<file path="src/design/tmcw_pkg.sv">
// Package of the text mode console writer: screen geometry, character codes,
// command and state types shared by the front, queue and back modules.
// Depends on nothing.
package tmcw_pkg;

    localparam int unsigned COLUMNS     = 80;
    localparam int unsigned ROWS        = 25;
    localparam int unsigned SCREEN_SIZE = COLUMNS * ROWS;
    localparam int unsigned ADDR_W      = $clog2(SCREEN_SIZE);
    localparam int unsigned COL_W       = $clog2(COLUMNS);

    localparam logic [ADDR_W-1:0] LAST_ROW  = ADDR_W'(SCREEN_SIZE - COLUMNS);
    localparam logic [ADDR_W-1:0] LAST_CELL = ADDR_W'(SCREEN_SIZE - 1);
    localparam logic [ADDR_W-1:0] ROW_STEP  = ADDR_W'(COLUMNS);
    localparam logic [COL_W-1:0]  LAST_COL  = COL_W'(COLUMNS - 1);

    localparam int unsigned REQ_W       = 2;
    localparam int unsigned WORD_W      = 16;
    localparam int unsigned IDX_W       = 11;
    localparam int unsigned CURSOR_W    = 11;
    localparam int unsigned DATA_W      = 16;
    localparam int unsigned ATTR_W      = 8;
    localparam int unsigned CHAR_W      = 8;
    localparam int unsigned CFG_IDX_W   = 1;
    localparam int unsigned IN_TDATA_W  = 32;
    localparam int unsigned OUT_TDATA_W = 32;
    localparam int unsigned OUT_PAD_W   = OUT_TDATA_W - CURSOR_W - DATA_W;

    localparam logic [REQ_W-1:0] REQ_PUT   = 2'd0;
    localparam logic [REQ_W-1:0] REQ_CLEAR = 2'd1;
    localparam logic [REQ_W-1:0] REQ_READ  = 2'd2;

    localparam logic [CFG_IDX_W-1:0] CFG_DEFAULT_ATTR = 1'b0;
    localparam logic [CFG_IDX_W-1:0] CFG_CLEAR_ATTR   = 1'b1;

    localparam logic [CHAR_W-1:0] CH_SPACE = 8'h20;
    localparam logic [CHAR_W-1:0] CH_BS    = 8'h08;
    localparam logic [CHAR_W-1:0] CH_TAB   = 8'h09;
    localparam logic [CHAR_W-1:0] CH_LF    = 8'h0A;
    localparam logic [CHAR_W-1:0] CH_CR    = 8'h0D;

    localparam logic [ATTR_W-1:0] RESET_ATTR = 8'h07;

    localparam int unsigned       TAB_SPACES    = 4;
    localparam int unsigned       TAB_CNT_W     = $clog2(TAB_SPACES);
    localparam logic [TAB_CNT_W-1:0] LAST_TAB_STEP = TAB_CNT_W'(TAB_SPACES - 1);

    localparam int unsigned QDEPTH = 2;
    localparam int unsigned QPTR_W = $clog2(QDEPTH);

    typedef enum logic [2:0] {
        CMD_CHAR,
        CMD_BS,
        CMD_TAB,
        CMD_LF,
        CMD_CR,
        CMD_CLEAR,
        CMD_READ,
        CMD_NOP
    } cmd_kind_t;

    typedef struct packed {
        cmd_kind_t          kind;
        logic [WORD_W-1:0]  word;
        logic [ADDR_W-1:0]  addr;
        logic               addr_ok;
    } cmd_t;

    typedef struct packed {
        logic full;
        logic valid;
    } q_status_t;

    typedef enum logic [2:0] {
        ST_INIT,
        ST_IDLE,
        ST_TAB,
        ST_READ,
        ST_SCROLL_MOVE,
        ST_SCROLL_FILL,
        ST_CLEAR
    } back_state_t;

    function automatic logic [WORD_W-1:0] blank_cell(input logic [ATTR_W-1:0] attr);
        return {attr, CH_SPACE};
    endfunction

endpackage

</file>
<file path="src/design/tmcw_queue.sv">
// Short command queue between the front and the back of the console writer.
// Depends on tmcw_pkg.
module tmcw_queue (
    input  logic                clk,
    input  logic                rst_n,
    input  logic                push,
    input  tmcw_pkg::cmd_t      push_cmd,
    input  logic                pop,
    output tmcw_pkg::cmd_t      head,
    output tmcw_pkg::q_status_t status
);

    tmcw_pkg::cmd_t                  entry_reg [tmcw_pkg::QDEPTH];
    logic [tmcw_pkg::QPTR_W-1:0]     wr_ptr_reg, wr_ptr_next;
    logic [tmcw_pkg::QPTR_W-1:0]     rd_ptr_reg, rd_ptr_next;
    logic [tmcw_pkg::QPTR_W:0]       count_reg, count_next;

    always_comb
    begin
        wr_ptr_next = push ? wr_ptr_reg + tmcw_pkg::QPTR_W'(1) : wr_ptr_reg;
        rd_ptr_next = pop ? rd_ptr_reg + tmcw_pkg::QPTR_W'(1) : rd_ptr_reg;
        count_next  = count_reg;
        if (push && !pop)
        begin
            count_next = count_reg + (tmcw_pkg::QPTR_W+1)'(1);
        end
        else if (pop && !push)
        begin
            count_next = count_reg - (tmcw_pkg::QPTR_W+1)'(1);
        end
    end

    always_ff @(posedge clk or negedge rst_n)
    begin
        if (!rst_n)
        begin
            wr_ptr_reg <= '0;
            rd_ptr_reg <= '0;
            count_reg  <= '0;
        end
        else
        begin
            wr_ptr_reg <= wr_ptr_next;
            rd_ptr_reg <= rd_ptr_next;
            count_reg  <= count_next;
        end
    end

    always_ff @(posedge clk)
    begin
        if (push)
        begin
            entry_reg[wr_ptr_reg] <= push_cmd;
        end
    end

    assign head         = entry_reg[rd_ptr_reg];
    assign status.full  = (count_reg == (tmcw_pkg::QPTR_W+1)'(tmcw_pkg::QDEPTH));
    assign status.valid = (count_reg != '0);

endmodule

</file>
<file path="config.mk">
export PLATFORM = sky130hd
export DESIGN_NAME = tmcw_queue
export DESIGN_NICKNAME = d
export VERILOG_FILES = /design/src/design/tmcw_pkg.sv /design/src/design/tmcw_queue.sv
export SDC_FILE = /design/constraint.sdc
export NUM_CORES = 1
export LEC_CHECK = 0
export BUFFER_PORTS_ARGS = -buffer_cell sky130_fd_sc_hd__buf_2
export CAP_MARGIN = 40
export CORE_ASPECT_RATIO = 1.75
export CORE_MARGIN = 10
export CORE_UTILIZATION = 56
export CTS_CLUSTER_DIAMETER = 50
export DETAILED_ROUTE_END_ITERATION = 7
export PLACE_DENSITY = 0.84
export SETUP_SLACK_MARGIN = 0.02
export SLEW_MARGIN = 25
export SYNTH_ARGS = -nofsm -noshare
export SYNTH_HDL_FRONTEND = slang
export SYNTH_SLANG_ARGS = --single-unit
</file>
<file path="constraint.sdc">
create_clock -name clk -period 4.1 [get_ports clk]
set_input_delay 1.025 -clock clk [delete_from_list [all_inputs] [get_ports clk]]
set_output_delay 1.025 -clock clk [all_outputs]
set_load 0.1 [all_outputs]
</file>
==> flow_summary.toml, run 1 <==
[run_status]
status = "finished clean"

[yosys]
syn-cell-area_sq_um = 2580
synthXorXnorAreaFrac = 0.0170
synth_fa_ha_area_frac = 0.00485
yosysWarningCount = 0
muxShareOfSynthArea = 0.177
yosysUniqueCellTypes = 14
postSynthCellCount = 113
yosysSeqAreaShare = 0.760
synth_nets = 149
ys_ff_latch = 66
synth_top_family_by_area = "multiplexers"
avgSynthCellArea_sq_um = 22.8
yosys.area_share.simple = 0.0112
synth_compound_area_frac = 0

[clock_network]
post-cts-setup-buffers = 0
clk_pin_slew_ns = 0.06
cts_buffers = 9
root_buffer = "clkbuf_8"
insertion_delay_ns = 0.31
postCtsHoldBufs = 0
cts_tree = "yes"
htree_levels = 3
cts-resized-gates = 0
cts_sinks = 66
clk_path_buf_depth = 2

[min_path]
hp-class = "flip-flop to flip-flop"
holdPathStages = 1

[finish]
final_common_cell = "buf_2"
drive_gt1_frac = 0.590
utilization = 0.698
fin_cells = 247
largest_reg_flops = 62
fillers = 319
layout_common_cells = "buf_2, edfxtp_1, mux2_4"
syn2layout_area_growth_pct = 20.2
nets = 226

[global_routing]
grtUsageTotal = 0.115
grt_pass1_wl_mm = 6.82
grt_max_degree = 20
antenna_found_initial = 1
globalRouteOverflowTotal = 0
grt_pass1_vias = 1415

[floorplan]
ios = 68
core-area_sq_um = 4440
rows = 32
die-width_microns = 71.3
die-area_sq_um = 7830
start_util = 0.581
die_y_microns = 110

[setup_path]
crit_path_start_kind = "flip-flop"
crit_chain = "buf_12 -> mux2_4 -> buf_2"
arrival_ns = 1.83
path_depth = 3
crit_path_max_incr_delay_ns = 0.65
ff2ff_path_depth = 2
path_max_fanout = 19
cp_top_family = "flip-flops"
path_class = "flip-flop to output port"
cp_slowest_cell = "dfrtp_2"
required_ns = 3.07
path_buf_inv = 2
critPathCaptureType = "output port"

[sta]
maxSlewViolCount = 0
max_slew_margin = 0.575
setup_violations = 0
setup_tns_ns = 0
fin_crit_ns = 2.85
fin_crit_sh = 0.696
rsz0062_at_grt = "no"
tightest_slew_ns = 0.634
hold_viol = 0
skew_ns = 0.00475
timing.fmax_ghz = 0.350

[run]
maxCapViolations = 0

[route]
drt-pass1-iter-count = 4
route.detailed.drc = 0
finalWirelength_mm = 4.44
num_vias = 1245
wl_per_cell_microns = 18.0
viasPerCell = 5.04
drtAntennaViolNets = 0
drtIter0Drc = 30

[place]
dp_hpwl_mm = 3.40
dp.cells = 230
io_buffer_count = 67
gp_congestion = 0.657
logic make-up (layout without fill, tap and decap cells):
logic type / Yosys count / count (layout)
flops: 66 / 66
mux: 31 / 31
xor+xnor: 5 / 5
simple gates: 5 / 5
buf+inv: 5 / 87
fa+ha+maj: 1 / 1
other cells: 0 / 1
final timing paths:
path,start,to,slack (ns)
max in group asynchronous,rst_n,rd_ptr_reg,3.47
max reg2reg,wr_ptr_reg,entry_reg[0][9],2.44
max,rd_ptr_reg,head[9],1.25
min reg2reg,count_reg[1],count_reg[1],0.49
min,count_reg[1],count_reg[1],0.49
min in group asynchronous,rst_n,count_reg[0],0.50
Yosys cell counts:
cell type,count,area [sq um]
buf_12,3,60.1
mux2_2,2,22.5
and2_1,1,6.26
edfxtp_1,62,1860
dfrtp_1,4,100
mux2_4,29,435
inv_1,1,3.75
or2_2,1,6.26
nor2b_1,2,12.5
nor2_1,1,3.75
ha_1,1,12.5
xnor2_1,1,8.76
xor2_1,4,35.0
buf_6,1,11.3
layout make-up:
class / count / area (sq um) / area share
antenna: 1 / 2.50 / 0.000807
clock buffer: 11 / 131 / 0.0424
clock inverter: 5 / 21.3 / 0.00686
inverter: 1 / 3.75 / 0.00121
multi-input combinational: 42 / 546 / 0.176
sequential: 66 / 1960 / 0.633
tap: 51 / 63.8 / 0.0206
timing repair buffer: 70 / 370 / 0.119
layer usage:
layer | track usage | wire length [microns]
met5 | 0 | 0
met4 | 0.0583 | 72
met3 | 0.0569 | 317
met2 | 0.209 | 2610
met1 | 0.100 | 1430
worst register-to-register path, stage by stage (launching register included):
cell and delay (ns):
dfrtp_1 0.41, nor2b_2 0.53, buf_4 0.39
through the flow:
step | instance area [sq um] | setup slack [ns] | hold WS (ns)
finish | 3100 | 1.25 | 0.490
global route | 3100 | 1.16 | 0.484
CTS | 3100 | 1.20 | 0.487
detailed placement | 2950 | 1.55 | 0.482
global placement | 2930 | 1.36 | 0.461
floorplan | 2580 | 1.25 | 0.447
Power of run 1 is not shown: default switching activity piles up to over one toggle a cycle in this logic, so the estimate is an artifact.
==> inputs of run 2 (changes only) <==
ABC_AREA = 1   (was default)
CORE_UTILIZATION = 47   (was 56)
PLACE_DENSITY = 0.75   (was 0.84)
clock period = 2.5 ns   (was 4.1 ns; I/O delays follow)
==> flow_summary.toml, run 2 <==
[run_status]
status = "finished clean"

[finish]
final_common_cell = "buf_2"
nets = 236
drive_gt1_frac = 0.566
multi_input_area_sq_um = 546
antenna_cells = 0
layout_common_cells = "buf_2, edfxtp_1, mux2_4"
fin_cells = 279
seqCellArea_sq_um = 1960
fillers = 421
largest_reg_flops = 62
syn2layout_area_growth_pct = 23.1

[clock_network]
root_buffer = "clkbuf_8"
cts-resized-gates = 0
postCtsHoldBufs = 0
cts_buffers = 9
clk_pin_slew_ns = 0.06
insertion_delay_ns = 0.33
cts_sinks = 66
post-cts-setup-buffers = 0
htree_levels = 3
cts_tree = "yes"
clk_path_buf_depth = 2

[setup_path]
crit_path_max_incr_delay_ns = 0.41
crit_path_start_kind = "flip-flop"
path_max_fanout = 20
cp_top_family = "buffers and inverters"
ff2ff_path_depth = 3
required_ns = 1.88
cp_slowest_cell = "buf_2"
path_class = "flip-flop to output port"
critPathCaptureType = "output port"
path_buf_inv = 2
arrival_ns = 1.66
path_depth = 3
crit_chain = "buf_4 -> mux2_4 -> buf_2"

[global_routing]
grtUsageTotal = 0.106
grt_max_degree = 23
grt_pass1_wl_mm = 7.20
globalRouteOverflowTotal = 0
grt_pass1_vias = 1489
antenna_found_initial = 1

[yosys]
synthTopCellsByArea = "edfxtp_1, mux2_4, dfrtp_1"
synth_compound_area_frac = 0
async_flop_share = 0.0606
yosysWarningCount = 0
ys_ff_latch = 66
yosys.area.top_type = "edfxtp_1"
avgSynthCellArea_sq_um = 21.3
yosys.area_share.simple = 0.0159
yosysMostFrequentCell = "edfxtp_1"
muxShareOfSynthArea = 0.176
synth_fa_ha_area_frac = 0.00482
yosys-top-cells-count = "edfxtp_1, mux2_4, inv_1, nand2_1, dfrtp_1"
syn-cell-area_sq_um = 2600
synthFlopType = "edfxtp_1"
synthXorXnorAreaFrac = 0.0101
synth_nets = 158
synth_edf_count = 62
yosysUniqueCellTypes = 14
yosysSeqAreaShare = 0.755
postSynthCellCount = 122
synth_top_family_by_area = "multiplexers"
synth.top_cell.area_share = 0.717

[place]
dp_hpwl_mm = 3.38
gp_congestion = 0.650
io_buffer_count = 67
dp.cells = 263

[sta]
max_slew_margin = 0.667
tightest_slew_ns = 0.503
maxSlewViolCount = 0
setup_violations = 0
skew_ns = 0.00650
timing.fmax_ghz = 0.438
fin_crit_sh = 0.913
hold_viol = 0
setup_tns_ns = 0
rsz0062_at_grt = "no"
fin_crit_ns = 2.28

[route]
drt-pass1-iter-count = 2
route.detailed.drc = 0
finalWirelength_mm = 4.49
num_vias = 1273
drtAntennaViolNets = 0
viasPerCell = 4.56
wl_per_cell_microns = 16.1
drtIter0Drc = 84

[floorplan]
ios = 68
die-width_microns = 76.2
die-area_sq_um = 9020
core-area_sq_um = 5300
start_util = 0.490
rows = 35
die_y_microns = 118

[min_path]
hp-class = "primary input to asynchronous set/reset pin"

[run]
maxCapViolations = 0
## run 2: cell types whose count changed in the layout (fill, tap and decap cells not counted), sizes merged, moves of 2 or more
cell,previous run,this run
inv,1,7
xor2,4,2
nor2b,2,0
nand2,0,6
## run 2: through the flow
step	worst slack [ns]	hold WS (ns)	util	cell area [sq um]
floorplan	0.108	0.329	-	2600
global placement	0.544	0.435	0.570	3020
detailed placement	0.535	0.438	0.570	3020
CTS	0.169	0.0729	0.603	3200
global route	0.122	0.0679	0.603	3200
finish	0.217	0.0896	0.603	3200
## run 2: path summary, 6_finish.rpt
path	from	slack, ns	end
setup / recovery	rd_ptr_reg	0.22	head[23]
hold / removal	rst_n	0.09	wr_ptr_reg
setup reg to reg	wr_ptr_reg	1.10	entry_reg[1][28]
hold reg to reg	count_reg[1]	0.48	count_reg[1]
max in group asynchronous	rst_n	2.27	rd_ptr_reg
min in group clk	push_cmd[16]	0.48	entry_reg[1][16]
## run 2: cell families after synthesis
kind of cell | after synthesis
adders and majority gates | 1
DFF | 66
and+or+nand+nor | 10
xor gates and xnor gates | 3
buffers and inverters | 11
muxes | 31
## run 2: area by class of cell
| class | instances | share of cell area |
|---|---|---|
| flip-flops and latches | 66 | 0.614 |
| clock buffers | 11 | 0.0411 |
| repair buffers | 71 | 0.122 |
| multi-input cells | 45 | 0.171 |
| inverters | 7 | 0.00822 |
| clock inverters | 5 | 0.0149 |
| well taps | 74 | 0.0290 |
## run 2: routing by layer
metal  vias to the layer above  GRT usage  wire (microns)
li1                        615          -               -
met1                       611     0.0786            1370
met2                        40      0.197            2700
met3                         7     0.0516             324
met4                         0     0.0771             104
met5                         -          0               0
Power of run 2 is left out for the same reason.
==> inputs of run 3 (changes only) <==
CORE_MARGIN = 4   (was 10)
CORE_UTILIZATION = 52   (was 47)
PLACE_DENSITY = 0.79   (was 0.75)
clock period = 2.4 ns   (was 2.5 ns; I/O delays follow)
==> flow_summary.toml, run 3 (synthesized netlist as in run 2, its figures left out) <==
[setup_path]
path_buf_inv = 2
path_class = "flip-flop to output port"
cp_slowest_cell = "dfrtp_4"
required_ns = 1.80
arrival_ns = 1.67
crit_path_start_kind = "flip-flop"
crit_path_max_incr_delay_ns = 0.53
cp_top_family = "buffers and inverters"
critPathCaptureType = "output port"
path_max_fanout = 7
crit_chain = "buf_4 -> mux2_4 -> buf_2"

[global_routing]
busiest_layer = "met2"
grtUsageTotal = 0.151
grt_max_degree = 32
antenna_found_initial = 0
grt_pass1_vias = 1375
grt_use_met2 = 0.252
globalRouteOverflowTotal = 0
grtUsageMet3 = 0.0740
grt_use_met1 = 0.145
grt_pass1_wl_mm = 6.37

[clock_network]
postCtsHoldBufs = 0
clk_path_buf_depth = 2
root_buffer = "clkbuf_8"
cts_tree = "yes"
cts_sinks = 66
htree_levels = 3
cts_buffers = 9
insertion_delay_ns = 0.32
clk_pin_slew_ns = 0.06

[floorplan]
die-width_microns = 61.4
core-area_sq_um = 4750
die_y_microns = 101
die-area_sq_um = 6230
rows = 33
ios = 68
start_util = 0.547

[place]
io_buffer_count = 67
gp_congestion = 0.661
dp_slack_ns = 0.302
dp_hpwl_mm = 3.10

[route]
route.detailed.drc = 0
viasPerCell = 5.07
num_vias = 1318
drtIter0Drc = 31
wl_per_cell_microns = 16.7
drtAntennaViolNets = 0
drt-pass1-iter-count = 4
finalWirelength_mm = 4.34

[sta]
setup_violations = 0
fin_crit_ns = 2.27
skew_ns = 0.00433
hold_viol = 0
max_slew_margin = 0.636
finalWorstSetupSlack_ns = 0.132
tightest_slew_ns = 0.546
rsz0062_at_grt = "no"
fin_crit_sh = 0.945
maxSlewViolCount = 0
timing.fmax_ghz = 0.441
setup_tns_ns = 0

[finish]
largest_reg_flops = 62
antenna_cells = 0
nets = 239
syn2layout_area_growth_pct = 23.3
layout_common_cells = "buf_2, edfxtp_1, mux2_4"
drive_gt1_frac = 0.572
final_common_cell = "buf_2"

[run]
maxCapViolations = 0

[run_status]
status = "finished clean"

[min_path]
hp-class = "primary input to asynchronous set/reset pin"
run 3: cell count changes in the layout (fill, tap and decap cells not counted), sizes merged:
cell,previous run,this run
bufinv,1,0
buf,71,74
clkbuf,11,12
run 3: what timing repair did:
item / CTS / global route
gates resized for setup: 4 / 0
buffers inserted: 0 / 3
setup endpoints to repair: 19 / 15
run 3: worst register-to-register path: cells and delay by family, from the launching register on:
family	cells	cell delay (ns)
flops	1	0.42
buf+inv	2	0.66
simple gates	1	0.07
run 3: final cells by class:
type / instances / area, sq um
tap: 52 / 65.1
fill: 322 / 1550
clock buffer: 12 / 135
clock inverter: 4 / 18.8
sequential: 66 / 1970
timing repair buffer: 74 / 445
inverter: 7 / 26.3
multi-input combinational: 45 / 546
run 3: final timing paths:
| path | from | to | slack (ns) | cells past startpoint |
|---|---|---|---|---|
| worst min-delay path | rst_n | rd_ptr_reg | 0.08 | 1 |
| min in group clk | push_cmd[4] | entry_reg[1][4] | 0.46 | 1 |
| worst max-delay path | rd_ptr_reg | head[8] | 0.13 | 3 |
| worst max register to register | wr_ptr_reg | entry_reg[1][7] | 0.96 | 3 |
| worst min register to register | count_reg[1] | count_reg[1] | 0.50 | 2 |
| max in group asynchronous | rst_n | rd_ptr_reg | 2.18 | 1 |
run 3: stage by stage:
step                utilization  instances  cell area (sq um)  hold WS, ns
floorplan                     -        122               2600        0.304
global placement          0.632        241               3000        0.410
global route              0.674        260               3200       0.0433
CTS                       0.667        257               3170       0.0588
finish                    0.674        260               3200       0.0751
detailed placement        0.632        241               3000        0.416
run 3: layer usage:
metal / share of wire / vias to the layer above
met5: 0 / -
met2: 0.56 / 46
met3: 0.074 / 10
met4: 0.025 / 0
met1: 0.34 / 640
li1: - / 622
Power of run 3 is left out for the same reason.
