## src/design/tmcw_pkg.sv

```systemverilog
// Package of the text mode console writer: screen geometry, character codes,
// command and state types shared by the front, queue and back modules.
// Depends on nothing.
package tmcw_pkg;

    localparam int unsigned COLUMNS     = 80;
    localparam int unsigned ROWS        = 25;
    localparam int unsigned SCREEN_SIZE = COLUMNS * ROWS;
    localparam int unsigned ADDR_W      = $clog2(SCREEN_SIZE);
    localparam int unsigned COL_W       = $clog2(COLUMNS);

    localparam logic [ADDR_W-1:0] LAST_ROW  = ADDR_W'(SCREEN_SIZE - COLUMNS);
    localparam logic [ADDR_W-1:0] LAST_CELL = ADDR_W'(SCREEN_SIZE - 1);
    localparam logic [ADDR_W-1:0] ROW_STEP  = ADDR_W'(COLUMNS);
    localparam logic [COL_W-1:0]  LAST_COL  = COL_W'(COLUMNS - 1);

    localparam int unsigned REQ_W       = 2;
    localparam int unsigned WORD_W      = 16;
    localparam int unsigned IDX_W       = 11;
    localparam int unsigned CURSOR_W    = 11;
    localparam int unsigned DATA_W      = 16;
    localparam int unsigned ATTR_W      = 8;
    localparam int unsigned CHAR_W      = 8;
    localparam int unsigned CFG_IDX_W   = 1;
    localparam int unsigned IN_TDATA_W  = 32;
    localparam int unsigned OUT_TDATA_W = 32;
    localparam int unsigned OUT_PAD_W   = OUT_TDATA_W - CURSOR_W - DATA_W;

    localparam logic [REQ_W-1:0] REQ_PUT   = 2'd0;
    localparam logic [REQ_W-1:0] REQ_CLEAR = 2'd1;
    localparam logic [REQ_W-1:0] REQ_READ  = 2'd2;

    localparam logic [CFG_IDX_W-1:0] CFG_DEFAULT_ATTR = 1'b0;
    localparam logic [CFG_IDX_W-1:0] CFG_CLEAR_ATTR   = 1'b1;

    localparam logic [CHAR_W-1:0] CH_SPACE = 8'h20;
    localparam logic [CHAR_W-1:0] CH_BS    = 8'h08;
    localparam logic [CHAR_W-1:0] CH_TAB   = 8'h09;
    localparam logic [CHAR_W-1:0] CH_LF    = 8'h0A;
    localparam logic [CHAR_W-1:0] CH_CR    = 8'h0D;

    localparam logic [ATTR_W-1:0] RESET_ATTR = 8'h07;

    localparam int unsigned       TAB_SPACES    = 4;
    localparam int unsigned       TAB_CNT_W     = $clog2(TAB_SPACES);
    localparam logic [TAB_CNT_W-1:0] LAST_TAB_STEP = TAB_CNT_W'(TAB_SPACES - 1);

    localparam int unsigned QDEPTH = 2;
    localparam int unsigned QPTR_W = $clog2(QDEPTH);

    typedef enum logic [2:0] {
        CMD_CHAR,
        CMD_BS,
        CMD_TAB,
        CMD_LF,
        CMD_CR,
        CMD_CLEAR,
        CMD_READ,
        CMD_NOP
    } cmd_kind_t;

    typedef struct packed {
        cmd_kind_t          kind;
        logic [WORD_W-1:0]  word;
        logic [ADDR_W-1:0]  addr;
        logic               addr_ok;
    } cmd_t;

    typedef struct packed {
        logic full;
        logic valid;
    } q_status_t;

    typedef enum logic [2:0] {
        ST_INIT,
        ST_IDLE,
        ST_TAB,
        ST_READ,
        ST_SCROLL_MOVE,
        ST_SCROLL_FILL,
        ST_CLEAR
    } back_state_t;

    function automatic logic [WORD_W-1:0] blank_cell(input logic [ATTR_W-1:0] attr);
        return {attr, CH_SPACE};
    endfunction

endpackage

```

## src/design/tmcw_front.sv

```systemverilog
// Front of the console writer: accepts request items and decodes them into
// queue commands with the effective attribute applied. Depends on tmcw_pkg.
module tmcw_front (
    input  logic                                s_tvalid,
    output logic                                s_tready,
    // s_tdata: req_type[1:0], char_word[17:2], cell_index[28:18], zero fill
    input  logic [tmcw_pkg::IN_TDATA_W-1:0]     s_tdata,
    input  logic [tmcw_pkg::ATTR_W-1:0]         default_attr,
    input  logic                                init_busy,
    input  tmcw_pkg::q_status_t                 q_status,
    output logic                                push,
    output tmcw_pkg::cmd_t                      cmd
);

    logic [tmcw_pkg::REQ_W-1:0]  req_type;
    logic [tmcw_pkg::WORD_W-1:0] char_word;
    logic [tmcw_pkg::IDX_W-1:0]  cell_index;
    logic [tmcw_pkg::WORD_W-1:0] eff_word;

    assign req_type   = s_tdata[1:0];
    assign char_word  = s_tdata[17:2];
    assign cell_index = s_tdata[28:18];

    assign eff_word = (char_word[15:8] == '0) ? {default_attr, char_word[7:0]} : char_word;

    assign s_tready = !q_status.full && !init_busy;
    assign push     = s_tvalid && s_tready;

    always_comb
    begin
        cmd.word    = eff_word;
        cmd.addr_ok = (32'(cell_index) < tmcw_pkg::SCREEN_SIZE);
        cmd.addr    = cmd.addr_ok ? tmcw_pkg::ADDR_W'(cell_index) : '0;
        cmd.kind    = tmcw_pkg::CMD_NOP;
        unique case (req_type)
            tmcw_pkg::REQ_PUT:
            begin
                unique case (char_word[7:0])
                    tmcw_pkg::CH_BS:  cmd.kind = tmcw_pkg::CMD_BS;
                    tmcw_pkg::CH_TAB:
                    begin
                        cmd.kind = tmcw_pkg::CMD_TAB;
                        cmd.word = tmcw_pkg::blank_cell(default_attr);
                    end
                    tmcw_pkg::CH_LF:  cmd.kind = tmcw_pkg::CMD_LF;
                    tmcw_pkg::CH_CR:  cmd.kind = tmcw_pkg::CMD_CR;
                    default:          cmd.kind = tmcw_pkg::CMD_CHAR;
                endcase
            end
            tmcw_pkg::REQ_CLEAR: cmd.kind = tmcw_pkg::CMD_CLEAR;
            tmcw_pkg::REQ_READ:  cmd.kind = tmcw_pkg::CMD_READ;
            default:             cmd.kind = tmcw_pkg::CMD_NOP;
        endcase
    end

endmodule

```

## config.mk

```make
export PLATFORM = sky130hd
export DESIGN_NAME = tmcw_front
export DESIGN_NICKNAME = d
export VERILOG_FILES = /design/src/design/tmcw_pkg.sv /design/src/design/tmcw_front.sv
export SDC_FILE = /design/constraint.sdc
export NUM_CORES = 1
export LEC_CHECK = 0
export ABC_AREA = 1
export BUFFER_PORTS_ARGS = -buffer_cell sky130_fd_sc_hd__buf_2
export CAP_MARGIN = 30
export CELL_PAD_IN_SITES_DETAIL_PLACEMENT = 1
export CELL_PAD_IN_SITES_GLOBAL_PLACEMENT = 2
export CORE_ASPECT_RATIO = 1.4
export CORE_MARGIN = 2
export CORE_UTILIZATION = 10
export DETAILED_ROUTE_END_ITERATION = 8
export PLACE_DENSITY_LB_ADDON = 0.1
export SYNTH_ARGS = -nofsm -noshare
export SYNTH_HDL_FRONTEND = slang
export SYNTH_SLANG_ARGS = --single-unit
```

## constraint.sdc

```tcl
create_clock -name vclk -period 0.8
set_input_delay 0.08 -clock vclk [all_inputs]
set_output_delay 0.08 -clock vclk [all_outputs]
set_load 0.01 [all_outputs]
```

==> PnR_summary.wiki, run 1 <==
{| class="wikitable"
! Metric !! Value
|-
| Power per unit of standard cell area || 446 nW/um^2
|-
| Number of antenna-violating nets in the routed design || 0
|-
| Overall routed net length || 2.64 mm
|-
| Total Nets Final || 248
|-
| Data required time of the critical path || between 700 and 800 ps
|-
| Diodes inserted || 0
|-
| CP max stage delay || 170 ps
|-
| Cell area after technology mapping || 474 sq um
|-
| Vias in the first global route || 1,026
|-
| Antenna violations before repair || 0
|-
| Post-route worst setup slack || -268 ps
|-
| Worst voltage drop across the vdd grid || 0.000142 V
|-
| Vertical die dimension || 85.5 um
|-
| Final non-filler cell total || roughly 260
|-
| Classification of the worst setup path || in2out
|-
| Routed wire per std cell || 10.1 um
|-
| Iter 0 DRT Violations || 5
|-
| Slew Viols, Final || 0
|-
| Arrival time at the worst endpoint || 990 ps
|-
| Most common cell in the netlist || sky130_fd_sc_hd__nand2_1
|-
| Port bufs || between 70 and 80
|-
| Relative slew slack || 0.842
|-
| Top fanout value on the critical path || 5
|-
| Startpoint of the worst setup timing path || s_tdata[3]
|-
| Cts-stage hold buffer count || 0
|-
| Cell-by-cell trace of the critical path || buf_2 > inv_2 > nand2_2 > nor2_4 > nand3_4 > buf_6 > nand2_2 > nand2_1 > buf_2
|-
| Relative area change from synthesis to final layout || 196%
|-
| Remaining global-route overflow || 0
|-
| Hold/Removal Path Class || in2out
|-
| Post-DR vias/cell || 3.68
|-
| Outcome || finished with violations
|-
| Max capacitance violation total || 0
|-
| Hpwl dp || 2.16 mm
|-
| Core area || 4540 sq um
|-
| Peak clock frequency supported by timing || 936 MHz
|-
| First-pass GRT wire length || 4.31 mm
|-
| Type of destination of the critical path || output pin
|-
| Average footprint of a synthesized cell || 4.52 sq um
|-
| Endpoint of the most critical setup path || cmd[23]
|-
| Number of iterations in the first detailed-routing pass || 2
|-
| Period minus WS final || about 1100 ps
|-
| Instance count after placement with tap cells included || 253
|-
| Violated checks || negative setup slack
|-
| Yosys cell types || 19
|-
| Setup violations, final || 26
|-
| Post-synthesis cell count || 105
|-
| Pin count of the biggest net entering global routing || 9
|-
| Die Outline Area || ~5300 sq um
|-
| Number of sequential storage elements || 0
|-
| Floorplan die width || 62.2 um
|-
| Initial Util || 0.105
|-
| Share of the yosys chip area belonging to registers || 0
|-
| Period Utilization, post-route || 1.34
|-
| Least-Margin Pin Slew || 237 ps
|-
| Boundary Pins || between 70 and 80
|-
| Top cell type by total area after synthesis || sky130_fd_sc_hd__nand2_1
|-
| Layout filler cell count || 601
|-
| Via total after detailed routing || ~960
|-
| Unrepaired setup endpoints after global routing || yes
|-
| P_leak || 0.783 nW
|-
| Final hold vios || 0
|-
| Yosys Warn Count || 0
|-
| Most numerous cell types in the synthesized netlist || sky130_fd_sc_hd__nand2_1, sky130_fd_sc_hd__nor2_1, sky130_fd_sc_hd__inv_1
|-
| Layout cell share with drive strength beyond 1 || 0.785
|-
| Total of clock buffers placed in the layout || 0
|-
| Sequential cell area || 0 sq um
|-
| Final sum of negative setup slack || -4740 ps
|-
| Total nets after synthesis || 151
|-
| Site Rows || 29
|-
| Final Wtd Congestion || approximately 0.72
|-
| Largest cells by area after synthesis || sky130_fd_sc_hd__nand2_1, sky130_fd_sc_hd__nor2_1, sky130_fd_sc_hd__inv_1
|-
| Area share of the leading cell type in the synthesized netlist || 0.277
|-
| Slowest library cell on the worst path || sky130_fd_sc_hd__buf_6
|-
| Number of DRC violations after detailed routing || 0
|-
| GR Util All Layers || 0.0950
|-
| Sort of element at the start of the critical path || input pin
|}
## cells by family after synthesis
family,after synthesis,synth area share
AO/OA/AOI/OAI,2,0.0264
adder cells (fa/ha/maj),2,0.0528
buffers and inverters,30,0.261
AND/OR/NAND/NOR,71,0.660
## critical path: cells and delay by family
kind | cells | cell delay [ps]
buffers and inverters | 4 | 460
AND/OR/NAND/NOR | 5 | 440
## how the worst min path moves through the flow
| stage | slack [ps] | to | startpoint | cells past startpoint |
|---|---|---|---|---|
| after floorplan | 200 | s_tready | q_status[1] | 1 |
| after detailed placement | 380 | cmd[18] | s_tdata[8] | 2 |
| after global routing | 350 | cmd[16] | s_tdata[6] | 2 |
| final | 350 | cmd[16] | s_tdata[6] | 2 |
| after global placement | 380 | cmd[18] | s_tdata[8] | 2 |
| after CTS | 350 | cmd[16] | s_tdata[6] | 2 |
## report_power, final
part | internal (W) | switching [W] | total [W]
clock | 0 | 0 | 0
combinational | 0.000338 | 0.000287 | 0.000625
sequential | 0 | 0 | 0
total | 0.000338 | 0.000287 | 0.000625
## metal layers
layer  track usage  wire, um  vias to the layer above  part of all wire
met5             0         0                        -                 0
met4             0         0                        0                 0
met3        0.0159       151                        0             0.057
met2         0.215      1650                       32              0.63
met1        0.0908       830                      438              0.31
li1              -         -                      493                 -
## cell type report
type / instances / area, sq um / share of cell area
Inverter: 23 / 104 / 0.0741
Tap cell: 62 / 77.6 / 0.0554
Timing Repair Buffer: 101 / 697 / 0.497
Multi-Input combinational cell: 75 / 515 / 0.368
Timing Repair inverter: 1 / 7.51 / 0.00536
## cells in the final DEF (no fill, tap or decap), drive strengths merged
cell	count
nor3b	1
clkinvlp	1
nand3	5
nand4	2
nor2	23
ha	2
nor4	1
buf	101
o21ai	1
inv	23
nor3	1
a211oi	1
nand2	38
## what timing repair did
action                     in CTS  in global routing
resized for setup              41                 33
hold endpoints to repair        0                  0
setup endpoints to repair      26                 26
gates cloned                    1                  0
pin swaps                      22                 20
setup buffers                   7                  1
## stage by stage
| step | setup slack (ps) | util | area [sq um] | power (W) | hold slack (ps) |
|---|---|---|---|---|---|
| final | -268 | 0.309 | 1400 | 0.000625 | 349 |
| after global placement | -312 | 0.235 | 1070 | 0.000480 | 376 |
| after CTS | -261 | 0.285 | 1290 | 0.000579 | 352 |
| after floorplan | 2.22 | - | 514 | 0.000202 | 203 |
| after global routing | -343 | 0.309 | 1400 | 0.000687 | 354 |
| after detailed placement | -335 | 0.235 | 1070 | 0.000481 | 379 |
Power figures use the tool's default switching activity.
==> run 2: changes to the inputs <==
--- a/config.mk
+++ b/config.mk
@@ -5,7 +5,7 @@
 export SDC_FILE = /design/constraint.sdc
 export NUM_CORES = 1
 export LEC_CHECK = 0
-export ABC_AREA = 1
+export ABC_AREA = 0
 export BUFFER_PORTS_ARGS = -buffer_cell sky130_fd_sc_hd__buf_2
 export CAP_MARGIN = 30
 export CELL_PAD_IN_SITES_DETAIL_PLACEMENT = 1
@@ -14,6 +14,7 @@
 export CORE_MARGIN = 2
 export CORE_UTILIZATION = 10
 export DETAILED_ROUTE_END_ITERATION = 8
+export MAX_ROUTING_LAYER = met4
 export PLACE_DENSITY_LB_ADDON = 0.1
 export SYNTH_ARGS = -nofsm -noshare
 export SYNTH_HDL_FRONTEND = slang
==> run 2 against run 1 <==
Compared with the run above:
- critical path depth down 3
- first-iteration DRC count rose by 40%
- synthesized area up 4.5%
- wire length increased by 5.9%
- non-clock buffer count up 4
- flip-flop and latch count stayed put
- count of clock-buffer cells in the layout did not move
- the flow still finishes with violations (negative setup slack)
- design area fell by 5.1%
- core utilization is 3.2 points lower
- highest routed layer unchanged
- fmax down 14%
==> PnR_summary.wiki, run 2 <==
{| class="wikitable"
! Metric !! Value
|-
| Outcome || finished with violations
|-
| Violated checks || negative setup slack
|-
| Vias in the first global route || 982
|-
| Iter 0 DRT Violations || 7
|-
| Standard cell area after detailed placement || about 1100 sq um
|-
| First-pass GRT wire length || 4.28 mm
|-
| Die Outline Area || about 5500 sq um
|-
| Initial Util || 0.103
|-
| Largest cells by area after synthesis || sky130_fd_sc_hd__nor2b_1, sky130_fd_sc_hd__nand4_1, sky130_fd_sc_hd__o211ai_1
|-
| Xor and xnor fraction of the mapped netlist area || 0.0177
|-
| Number of antenna-violating nets in the routed design || 0
|-
| Peak clock frequency supported by timing || 808 MHz
|-
| Arrival time at the worst endpoint || 1160 ps
|-
| Setup violations, final || 24
|-
| Remaining global-route overflow || 0
|-
| Data required time of the critical path || 720 ps
|-
| Site Rows || 30
|-
| Startpoint of the worst setup timing path || s_tdata[7]
|-
| Final hold vios || 0
|-
| Final sum of negative setup slack || -5750 ps
|-
| Post-DR vias/cell || 3.98
|-
| Share of synthesized cell area in and, or, nand and nor gates || 0.583
|-
| Least-Margin Pin Slew || 290 ps
|-
| Cell area after technology mapping || 495 sq um
|-
| Top cell type by total area after synthesis || sky130_fd_sc_hd__nor2b_1
|-
| Yosys cell types || 22
|-
| Most common cell in the netlist || sky130_fd_sc_hd__nor2b_1
|-
| CP max stage delay || 340 ps
|-
| Vertical die dimension || just under 90 um
|-
| Cts-stage hold buffer count || 0
|-
| Slowest library cell on the worst path || sky130_fd_sc_hd__nor4_4
|-
| P_leak || 0.675 nW
|-
| Portion of netlist area occupied by mux cells || 0
|-
| Number of sequential storage elements || 0
|-
| Average footprint of a synthesized cell || 6.12 sq um
|-
| Period Utilization, post-route || 1.55
|-
| Via total after detailed routing || 964
|-
| Max capacitance violation total || 0
|-
| Total Nets Final || approximately 230
|-
| WHS Path Cells || 2
|-
| Unrepaired setup endpoints after global routing || yes
|-
| Worst voltage drop across the vdd grid || 0.000129 V
|-
| Slew Viols, Final || 0
|-
| Adder and majority cell fraction of the synthesized area || 0.0505
|-
| Hold/Removal Path Class || in2out
|-
| Yosys Warn Count || 0
|-
| GR Util All Layers || 0.0945
|-
| Relative slew slack || 0.805
|-
| Relative area change from synthesis to final layout || 168%
|-
| PnR Total Power || 0.000569 W
|-
| Period minus WS final || about 1200 ps
|-
| Launch instance of the worst min-delay path || s_tdata[6]
|-
| Share of the yosys chip area belonging to registers || 0
|-
| Hpwl dp || 2.28 mm
|-
| Cell-by-cell trace of the critical path || buf_6 > nor4_4 > buf_6 > nand2_4 > o31ai_4 > buf_2
|-
| Sequential cell area || 0 sq um
|-
| Pin count of the biggest net entering global routing || 10
|-
| Commonest non-fill, non-tap cells in the layout || sky130_fd_sc_hd__buf_2, sky130_fd_sc_hd__buf_4, sky130_fd_sc_hd__buf_6
|-
| Port bufs || 73
|-
| Classification of the worst setup path || in2out
|-
| Power per unit of standard cell area || 428 nW/um^2
|-
| Layout filler cell count || 645
|-
| Sort of element at the start of the critical path || input pin
|-
| Number of iterations in the first detailed-routing pass || 5
|-
| Total of clock buffers placed in the layout || 0
|-
| Antenna violations before repair || 0
|-
| Routed wire per std cell || approximately 12 um
|-
| Overall routed net length || 2.79 mm
|-
| Kind of cell with the highest combined delay on the critical path || buffers and inverters
|-
| Most numerous cell types in the synthesized netlist || sky130_fd_sc_hd__nor2b_1, sky130_fd_sc_hd__inv_1, sky130_fd_sc_hd__nand4_1
|-
| Critical path's most frequent cell || sky130_fd_sc_hd__buf_6
|-
| Boundary Pins || 77
|-
| Number of DRC violations after detailed routing || 0
|-
| Diodes inserted || 0
|-
| Total buffers and inverters traversed by the critical path || 3
|-
| Area share of the leading cell type in the synthesized netlist || 0.164
|-
| Final Wtd Congestion || 0.664
|-
| Type of destination of the critical path || output pin
|-
| Total nets after synthesis || 127
|-
| Worst hold path endpoint || cmd[16]
|-
| Core area || just under 5000 sq um
|-
| Floorplan die width || 63.5 um
|-
| Post-route worst setup slack || -437 ps
|-
| Layout cell share with drive strength beyond 1 || 0.680
|-
| Combinational family with the most area after synthesis || simple AND/OR/NAND/NOR gates
|-
| Share of the synthesized area in compound gates (AO/OA/AOI/OAI) || 0.182
|-
| Most common cell after layout, fill and taps aside || sky130_fd_sc_hd__buf_2
|-
| Final std cell area, no fill || between 1000 and 1500 sq um
|-
| Top fanout value on the critical path || 5
|-
| Post-synthesis cell count || a little over 80
|}
## run 2: final cells by class
| class | count | area [sq um] | area share |
|---|---|---|---|
| Tap cell | 64 | 80.1 | 0.0602 |
| Timing Repair Buffer | 105 | 714 | 0.537 |
| Inverter | 11 | 48.8 | 0.0367 |
| Multi-Input combinational cell | 62 | 487 | 0.366 |
## run 2: per-stage QoR
| stage | std cells | hold WS [ps] | utilization | worst slack (ps) |
|---|---|---|---|---|
| floorplan | 81 | 207 | - | -281 |
| finish | 242 | 358 | 0.277 | -437 |
| detailed placement | 231 | 359 | 0.228 | -662 |
| global route | 242 | 362 | 0.277 | -520 |
| global placement | 231 | 363 | 0.228 | -628 |
| CTS | 240 | 359 | 0.264 | -448 |
## run 2: cells by family after synthesis
kind of cell / after synthesis
XOR/XNOR: 1
adder cells (fa/ha/maj): 2
buffers and inverters: 20
AND/OR/NAND/NOR: 45
AO/OA/AOI/OAI: 13
## run 2: what timing repair did
item	in CTS	in global routing
gates cloned	1	0
pin swaps	15	10
setup buffers	8	2
gates resized for setup	27	9
endpoints found under the hold margin	0	0
setup endpoints to repair	26	26
## run 2: how the worst max path moves through the flow
stage	end	slack, ps	cells after the start
after global routing	cmd[21]	-520	7
final	cmd[29]	-440	6
after CTS	cmd[12]	-450	5
after floorplan	cmd[20]	-280	4
after detailed placement	cmd[12]	-660	5
after global placement	cmd[12]	-630	7
## run 2: layer usage
layer	share of wire	vias to the layer above	GRT usage	wire length, um
met5	0	-	-	0
met4	0	0	0	0
li1	-	481	-	-
met1	0.40	434	0.106	1130
met3	0.069	0	0.0129	193
met2	0.53	49	0.187	1470
## run 2: report_power, final
part / leakage [nW] / internal, W / total (W) / switching [W]
Combinational: 0.675 / 0.000318 / 0.000569 / 0.000251
Sequential: 0 / 0 / 0 / 0
Clock: 0 / 0 / 0 / 0
==> run 3: changes to the inputs <==
==> constraint.sdc (replaced) <==
create_clock -name vclk -period 0.8
set_input_delay 0 -clock vclk [all_inputs]
set_output_delay 0 -clock vclk [all_outputs]
set_load 0.01 [all_outputs]
==> run 3 against run 2 <==
Compared with the run above:
- the run still ends with negative setup slack left
- non-clock buffer count down 8
- fmax increased by 14%
- critical path depth rose by 2
- design area decreased by 5.7%
- worst setup slack better by 150 ps
- sequential share of layout area unchanged
- cell count shrank 3.3%
- critical endpoint is now cmd[12]
- largest cell class unchanged
==> PnR_summary.wiki, run 3 (synthesized netlist as in run 2, its figures left out) <==
{| class="wikitable"
! Metric !! Value
|-
| Most common cell after layout, fill and taps aside || sky130_fd_sc_hd__buf_2
|-
| Power per unit of standard cell area || 432 nW/um^2
|-
| Met3 capacity usage during global routing || 0.0116
|-
| Number of iterations in the first detailed-routing pass || 2
|-
| Layout cell share with drive strength beyond 1 || 0.659
|-
| Unrepaired setup endpoints after global routing || yes
|-
| Floorplan die width || 63.5 um
|-
| Pin count of the biggest net entering global routing || 13
|-
| First-pass GRT wire length || 4.24 mm
|-
| Met1 Usage GRT || 0.101
|-
| Launch instance of the worst min-delay path || s_tdata[6]
|-
| Site Rows || 30
|-
| Layout filler cell count || 621
|-
| Max capacitance violation total || 0
|-
| Hold/Removal Path Class || in2out
|-
| Remaining global-route overflow || 0
|-
| Sort of element at the start of the critical path || input pin
|-
| Most Crowded Layer GR || met2
|-
| Relative slew slack || 0.830
|-
| Antenna violations before repair || 0
|-
| Vias in the first global route || between 900 and 1,000
|-
| Worst voltage drop across the vdd grid || 0.000123 V
|-
| Overall routed net length || 2.77 mm
|-
| Slowest library cell on the worst path || sky130_fd_sc_hd__and3_4
|-
| Hpwl dp || roughly 2.3 mm
|-
| Vertical die dimension || 87.3 um
|-
| Total of clock buffers placed in the layout || 0
|-
| Sequential cell area || 0 sq um
|-
| Cts-stage hold buffer count || 0
|-
| Data required time of the critical path || 800 ps
|-
| Die Outline Area || 5540 sq um
|-
| CP max stage delay || about 200 ps
|-
| Iter 0 DRT Violations || 10
|-
| Number of antenna-violating nets in the routed design || 0
|-
| Period Utilization, post-route || 1.35
|-
| WHS Path Cells || 2
|-
| Startpoint of the worst setup timing path || s_tdata[1]
|-
| Outcome || finished with violations
|-
| Type of destination of the critical path || output pin
|-
| Via total after detailed routing || about 950
|-
| Period minus WS final || about 1100 ps
|-
| Number of sequential storage elements || 0
|-
| Worst hold path endpoint || cmd[16]
|-
| P_leak || between 0.6 and 0.7 nW
|-
| Relative area change from synthesis to final layout || 153%
|-
| Least-Margin Pin Slew || approximately 250 ps
|-
| Total Nets Final || 218
|-
| Boundary Pins || 77
|-
| Setup violations, final || 14
|-
| Final Wtd Congestion || 0.645
|-
| Routed wire per std cell || 11.8 um
|-
| GR Util All Layers || 0.0939
|-
| Port bufs || 73
|-
| Commonest non-fill, non-tap cells in the layout || sky130_fd_sc_hd__buf_2, sky130_fd_sc_hd__buf_4, sky130_fd_sc_hd__nor2b_1
|-
| Core area || 4800 sq um
|-
| WHS || around 200 ps
|-
| Arrival time at the worst endpoint || 1080 ps
|-
| Slew Viols, Final || 0
|-
| Cell-by-cell trace of the critical path || buf_8 > inv_4 > ha_4 > and3b_1 > and3_4 > buf_6 > and2b_1 > buf_2
|-
| Initial Util || 0.103
|-
| Post-route worst setup slack || -283 ps
|-
| Violated checks || negative setup slack
|-
| Top fanout value on the critical path || 6
|-
| Area taken by multi-input logic gates || 488 sq um
|-
| Number of DRC violations after detailed routing || 0
|-
| Met2 demand-to-capacity share in global routing || 0.191
|-
| Diodes inserted || 0
|-
| Final hold vios || 0
|-
| Final sum of negative setup slack || -3440 ps
|-
| Peak clock frequency supported by timing || 924 MHz
|-
| Classification of the worst setup path || in2out
|-
| Post-DR vias/cell || approximately 4
|}
==> run 3: changes by cell type in the layout (fill, tap and decap cells not counted), sizes merged <==
cell and change:
buf -8, nor2 +1, and3 -1
==> run 3: area by class of cell <==
class | instances | share of cell area
inverter | 11 | 0.0389
tap | 64 | 0.0639
multi-input combinational | 62 | 0.389
timing repair buffer | 97 | 0.508
==> run 3: how the worst max path moves through the flow <==
stage,cells past startpoint,to,slack [ps]
5_1_grt,6,cmd[12],-340
6_report,8,cmd[12],-280
2_1_floorplan,4,cmd[20],-120
3_5_place_dp,8,cmd[20],-390
3_3_place_gp,8,cmd[20],-360
4_1_cts,6,cmd[12],-310
==> run 3: repair_timing <==
action                                  in CTS  in global routing
endpoints found under the setup margin      26                 25
setup buffers                                3                  1
pin swaps                                   10                  5
gates cloned                                 0                  1
resized for setup                           27                  7
==> run 3: power by group <==
| part | internal, W | switching (W) | leakage (nW) | total, W |
|---|---|---|---|---|
| sequential | 0 | 0 | 0 | 0 |
| clock | 0 | 0 | 0 | 0 |
| combinational | 0.000293 | 0.000249 | 0.628 | 0.000542 |
| total | 0.000293 | 0.000249 | 0.628 | 0.000542 |
==> run 3: worst max-delay path: cells and delay by family <==
| kind | cells | cell delay, ps |
|---|---|---|
| simple gates | 3 | 560 |
| buf+inv | 4 | 400 |
| fa+ha+maj | 1 | 110 |
==> run 3: metrics by stage <==
step | power [W] | utilization | instances | cell area, sq um | setup WS [ps]
2_1_floorplan | 0.000177 | - | 81 | 509 | -121
3_3_place_gp | 0.000464 | 0.221 | 229 | 1060 | -358
3_5_place_dp | 0.000474 | 0.221 | 229 | 1060 | -389
4_1_cts | 0.000526 | 0.249 | 232 | 1200 | -310
5_1_grt | 0.000589 | 0.261 | 234 | 1250 | -335
6_report | 0.000542 | 0.261 | 234 | 1250 | -283
==> run 3: metal layers <==
layer / up-vias / wire, um
met5: - / 0
met4: 0 / 0
met3: 0 / 182
met2: 50 / 1550
met1: 434 / 1040
li1: 464 / -
